<file path="src/rtl/core/gnbc_pkg.sv">
// Shared types, codes and the face pattern table of the grid node boundary classifier.
// No dependencies; used by gnbc_kind and grid_node_boundary_classifier.
package gnbc_pkg;

	typedef enum logic [1:0] {
		OP_WRITE    = 2'd0,
		OP_CLASSIFY = 2'd1,
		OP_READ     = 2'd2,
		OP_NONE     = 2'd3
	} op_t;

	typedef enum logic [3:0] {
		NT_INVALID     = 4'd0,
		NT_INTERNAL    = 4'd1,
		NT_BOTTOMLEFT  = 4'd2,
		NT_UPPERLEFT   = 4'd3,
		NT_LEFT        = 4'd4,
		NT_BOTTOMRIGHT = 4'd5,
		NT_UPPERRIGHT  = 4'd6,
		NT_RIGHT       = 4'd7,
		NT_BOTTOM      = 4'd8,
		NT_UP          = 4'd9
	} node_type_t;

	localparam logic CFG_ROWS = 1'b0;
	localparam logic CFG_COLS = 1'b1;

	// edge position of a node inside the active grid
	typedef struct packed {
		logic top;
		logic bot;
		logic lft;
		logic rgt;
	} node_pos_t;

	// faces: bit3 (m,n), bit2 (m-1,n), bit1 (m-1,n-1), bit0 (m,n-1)
	function automatic node_type_t face_type(input logic [3:0] k);
		node_type_t t;
		case (k)
			4'd1:    t = NT_UPPERLEFT;
			4'd2:    t = NT_UPPERRIGHT;
			4'd3:    t = NT_UP;
			4'd4:    t = NT_BOTTOMRIGHT;
			4'd6:    t = NT_RIGHT;
			4'd7:    t = NT_BOTTOMLEFT;
			4'd8:    t = NT_BOTTOMLEFT;
			4'd9:    t = NT_LEFT;
			4'd11:   t = NT_BOTTOMRIGHT;
			4'd12:   t = NT_BOTTOM;
			4'd13:   t = NT_UPPERRIGHT;
			4'd14:   t = NT_UPPERLEFT;
			4'd15:   t = NT_INTERNAL;
			default: t = NT_INVALID;
		endcase
		return t;
	endfunction

endpackage

</file>
<file path="src/rtl/core/gnbc_kind.sv">
// Boundary type of one valid node from its edge position, neighbors and faces.
// Depends on gnbc_pkg.
module gnbc_kind
	import gnbc_pkg::*;
(
	input  node_pos_t  pos,
	input  logic       va,
	input  logic       vb,
	input  logic [3:0] faces,
	output node_type_t kind
);

	always_comb begin
		if (pos.top) begin
			if (pos.lft)              kind = NT_BOTTOMLEFT;
			else if (pos.rgt)         kind = NT_UPPERLEFT;
			else if (!va)             kind = NT_BOTTOMLEFT;
			else if (!vb)             kind = NT_UPPERLEFT;
			else                      kind = NT_LEFT;
		end else if (pos.bot) begin
			if (pos.lft)              kind = NT_BOTTOMRIGHT;
			else if (pos.rgt)         kind = NT_UPPERRIGHT;
			else if (!va)             kind = NT_BOTTOMRIGHT;
			else if (!vb)             kind = NT_UPPERRIGHT;
			else                      kind = NT_RIGHT;
		end else if (pos.lft) begin
			if (!va)                  kind = NT_BOTTOMLEFT;
			else if (!vb)             kind = NT_BOTTOMRIGHT;
			else                      kind = NT_BOTTOM;
		end else if (pos.rgt) begin
			if (!va)                  kind = NT_UPPERLEFT;
			else if (!vb)             kind = NT_UPPERRIGHT;
			else                      kind = NT_UP;
		end else begin
			kind = face_type(faces);
		end
	end

endmodule

</file>
<file path="config.mk">
export PLATFORM = sky130hd
export DESIGN_NAME = gnbc_kind
export DESIGN_NICKNAME = d
export VERILOG_FILES = /design/src/rtl/core/gnbc_pkg.sv /design/src/rtl/core/gnbc_kind.sv
export SDC_FILE = /design/constraint.sdc
export NUM_CORES = 1
export LEC_CHECK = 0
export BUFFER_PORTS_ARGS = -buffer_cell sky130_fd_sc_hd__buf_2
export CORE_MARGIN = 2
export CORE_UTILIZATION = 26
export DETAILED_ROUTE_END_ITERATION = 12
export GPL_ROUTABILITY_DRIVEN = 0
export SYNTH_ARGS = -nofsm -noshare
export SYNTH_HDL_FRONTEND = slang
export SYNTH_SLANG_ARGS = --single-unit
export TNS_END_PERCENT = 100
</file>
<file path="constraint.sdc">
create_clock -name vclk -period 1.4
set_clock_uncertainty 0.05 [all_clocks]
set_input_delay 0.28 -clock vclk [all_inputs]
set_output_delay 0.28 -clock vclk [all_outputs]
set_load 0.05 [all_outputs]
</file>
======== Word level (Yosys, flattened, before mapping) ========
Memories as Yosys holds them, arrays and structs flattened.
Index checks and enable logic that the tools add are counted.
storage, ports and cells
  flip-flop bits (word level) ............. 0
  ROM bits ................................ 64
  input bits .............................. 10
  output and inout bits ................... 4
  logic and storage cells ................. 17
  memories kept ........................... 1
memories
  memory            depth  width  read ports  clocked after memory_dff  write ports  RTL line        RTL
  (name not given)  16     4      1           0                         0            gnbc_pkg.sv:39  case (k)
cells by class
  multiplexer cells ....................... 16
operators by type and width
  cell     number
  $mux W4  8
  $mux W3  4
  $mux W2  3
  $mux W1  1

======== Logic depth before layout (Yosys ltp) ========
  word-level depth ........................ 6
  depth in mapped cells ................... 6
  depth with buffers taken out ............ 6

======== Worst setup path after synthesis ========
Ideal clock, no wire load.
  path type ............................... input to output
  start point ............................. input port faces[0]
  end point ............................... output port kind[2]
  data arrival time ....................... 1,828 ps
  required time ........................... 1,070 ps
  path slack .............................. -758 ps
  stages .................................. 6
  path buffers ............................ 0
  cell sequence ........................... inv_1 -> ha_1 -> nor2b_1 -> a211o_1 -> a31oi_1 -> o21ai_0
between the ends
  cells in the longest elaborated chain, start to end .. 5
RTL lines
  element          RTL line         RTL
  start, declared  gnbc_kind.sv:9   input logic [3:0] faces,
  $mem_v2 Z16 W4   n/a
  $mux W4          gnbc_kind.sv:30  end else if (pos.rgt) begin
  $mux W4          gnbc_kind.sv:26  end else if (pos.lft) begin
  $mux W4          gnbc_kind.sv:20  end else if (pos.bot) begin
  $mux W4          gnbc_kind.sv:14  if (pos.top) begin
  end, declared    gnbc_kind.sv:10  output node_type_t kind
Every way passes these cells.

======== Worst setup path after layout ========
  start point ............................. input port faces[0]
  end point ............................... output port kind[1]
Same word-level chain as after synthesis.

==> results.toml <==
[route]
postRouteAntennaNets = 0
initialDrtViolationCount = 2
route.detailed.drc = 0
firstDrtPassIters = 3
route.detailed.vias_per_inst = 5.02
detailroute.via_count = 452
postRouteWirelength_um = 1180
post_drt_wl_per_cell_um = 13.1

[synth]
post_synthesis_instance_total = 49
synth-seq-area-share_pct = 0
syn-mean-instance-area_um2 = 7.51
synth_nets = 63
ys.warnings.count = 0
netlist_area_um2 = 368
synth.distinct_cells = 26

[floorplanning]
design.die.area_um2 = 1730
initial_core_util_pct = 27.9
num_io_pins = 14
fp.dieW_um = 41.6
core.rowCount = 13
design.core.area_um2 = 1320
chipHeight_um = 41.6

[finish]
final_cell_area_um2 = 727
layout_commonest_cell = "buf_4"
seq_area_um2 = 0
drive_above_1_share_pct = 58.7
area.growth.synth_to_final_pct = 97.6
stdcell_count = 90
layout_common_cells = "buf_4 (12), buf_2 (8), nor2b_1 (5), buf_6 (5), nor2_1 (4)"
num_antenna_cells = 0
n_clock_buffer = 0
fin_nets = 91
n_fill_cell = 119
seq_cell_count = 0
fin_util_pct = 55.2

[timing]
timing.final.setup_violations = 4
drv_slew = 0
finalCritPeriodShare_pct = 132
timing_hold_violations_final = 0
max_slew.worst_pin.slew_ns = 0.283
finalWorstSetupSlack_ns = -0.442
max_slew_margin_pct = 81.1
max_clock_freq_ghz = 0.543
grt_setup_unrepaired = "yes"
final.min_clock_period_ns = 1.84

[power_and_ir_drop]
vdd.ir_drop.worst_v = 0.000189
switching_share_pct = 52.2
comb_power_share_pct = 100.0
clock_power_share_pct = 0
p_per_area_nw_per_um2 = 355
leakage_nw = 0.306
cell_internal_pwr_w = 0.000123
flop_pwr_share_pct = 0
netSwitchingPower_w = 0.000134

[job]
max_cap_viol_count = 0

[setup_path]
worst_setup_path_start_kind = "input pin"
cp_num_buf_inv = 3
worst_path_max_delay_cell = "o41ai_4"
critical-path-top-cell-by-count = "mux2i_1"
worst_path_largest_cell_delay_ns = 0.29
crit_required_ns = 1.07
top_delay_family_on_crit_path = "buffers and inverters"
largest_fanout_on_the_critical_path = 4
path_depth = 8
critical_path.endpoint_type = "primary output"
arrival_ns = 1.51
timing.critical_path.cells = "buf_8 -> inv_6 -> ha_4 -> mux2i_1 -> mux2i_1 -> nor3_2 -> o41ai_4 -> buf_6"
worst-setup-path-type = "input pin to primary output"

[global_route]
grt_use_total_pct = 13.7
grt_overflow = 0
antenna_found_initial = 0
grt_pass1_vias = 470
grt_max_degree = 9
wire_length_of_the_first_global_routing_pass_um = 1930

[status]
failed_checks = "setup timing"
result_of_the_run = "finished with violations"

[place]
placed_area_um2 = 631
io_buffers = 14
dp.final_hpwl_um = 896
placed_cells_incl_taps = 89
pre_cts_slack_ns = -0.600

[clock_network]
holdBufCountCts = 0

[worst_hold_path]
timing.hold.worst.start = "pos[3]"
timing.hold.worst_endpoint = "kind[1]"
whs_path_depth = 3
holdCritPathClass = "input pin to primary output"
-- how the worst max path moves through the flow --
stage / startpoint / endpoint / slack [ns]
after floorplan: faces[1] / kind[1] / -0.43
after global placement: faces[0] / kind[1] / -0.59
after detailed placement: faces[0] / kind[1] / -0.60
after CTS: faces[1] / kind[1] / -0.44
after global routing: faces[0] / kind[1] / -0.49
final: faces[0] / kind[1] / -0.44
-- layer usage --
layer  global-route usage [%]  up-vias  wire length [µm]
met5                        0        -                 0
met4                        0        0                 0
met3                    0.435        0                16
met2                     30.9        5               697
met1                     13.8      211               462
li1                         -      236                 -
-- synth_stat cells --
master	number	area share, %
ha_1	4	14
nor2b_2	1	2.4
o41ai_2	1	4.4
nand4_1	1	1.7
a21oi_1	3	4.1
nor2b_1	6	10
buf_6	2	6.1
a211o_1	1	2.4
nor3_1	2	2.7
inv_1	2	2.0
a221oi_2	1	4.1
o211ai_2	1	3.4
nand4b_1	1	2.4
nand2_1	1	1.0
nor2_2	1	1.7
nor3b_1	1	2.0
and3_1	1	1.7
a31oi_1	2	3.4
a2111oi_2	1	4.1
clkbuf_1	1	1.0
mux2i_1	3	8.2
nand3b_1	1	2.0
o21a_1	2	4.1
o21ai_0	4	5.4
nor2_1	4	4.1
o22ai_1	1	1.7
-- repair_timing --
| action | CTS | global route |
|---|---|---|
| endpoints found under the setup margin | 4 | 4 |
| pin swaps | 8 | 3 |
| gates resized for setup | 21 | 0 |
| setup buffers | 1 | 0 |
| gates cloned | 0 | 0 |
-- area by class of cell --
| class | count | area, µm² | area share, % |
|---|---|---|---|
| repair buffers | 29 | 256 | 35.3 |
| inverters | 2 | 25.0 | 3.44 |
| multi-input cells | 44 | 427 | 58.7 |
| well taps | 15 | 18.8 | 2.58 |
-- power by group through the flow --
stage               logic, W  clock network (W)  registers, W
global route        0.000273                  0             0
detailed placement  0.000220                  0             0
CTS                 0.000256                  0             0
finish              0.000258                  0             0
floorplan           0.000142                  0             0
global placement    0.000215                  0             0
-- tightest hold or removal path: cells and delay by family --
| family | cells | cell delay, ns |
|---|---|---|
| buffers and inverters | 2 | 0.34 |
| AO/OA/AOI/OAI | 1 | 0.11 |
-- cells by family (layout without fill, tap and decap cells) --
logic type / count (synthesis) / after routing / synth area share (%)
AND/OR/NAND/NOR: 20 / 20 / 32.0
AO/OA/AOI/OAI: 17 / 17 / 37.1
buffers and inverters: 5 / 31 / 9.18
adder cells (fa/ha/maj): 4 / 4 / 13.6
multiplexers: 3 / 3 / 8.16
-- stage by stage --
step	TNS, ns	power, W	hold WS [ns]
CTS	-1.52	0.000256	0.945
global placement	-2.16	0.000215	0.990
global route	-1.69	0.000273	0.981
detailed placement	-2.22	0.000220	0.992
finish	-1.43	0.000258	0.961
floorplan	-1.40	0.000142	0.566
(Power assumes the default switching activity.)
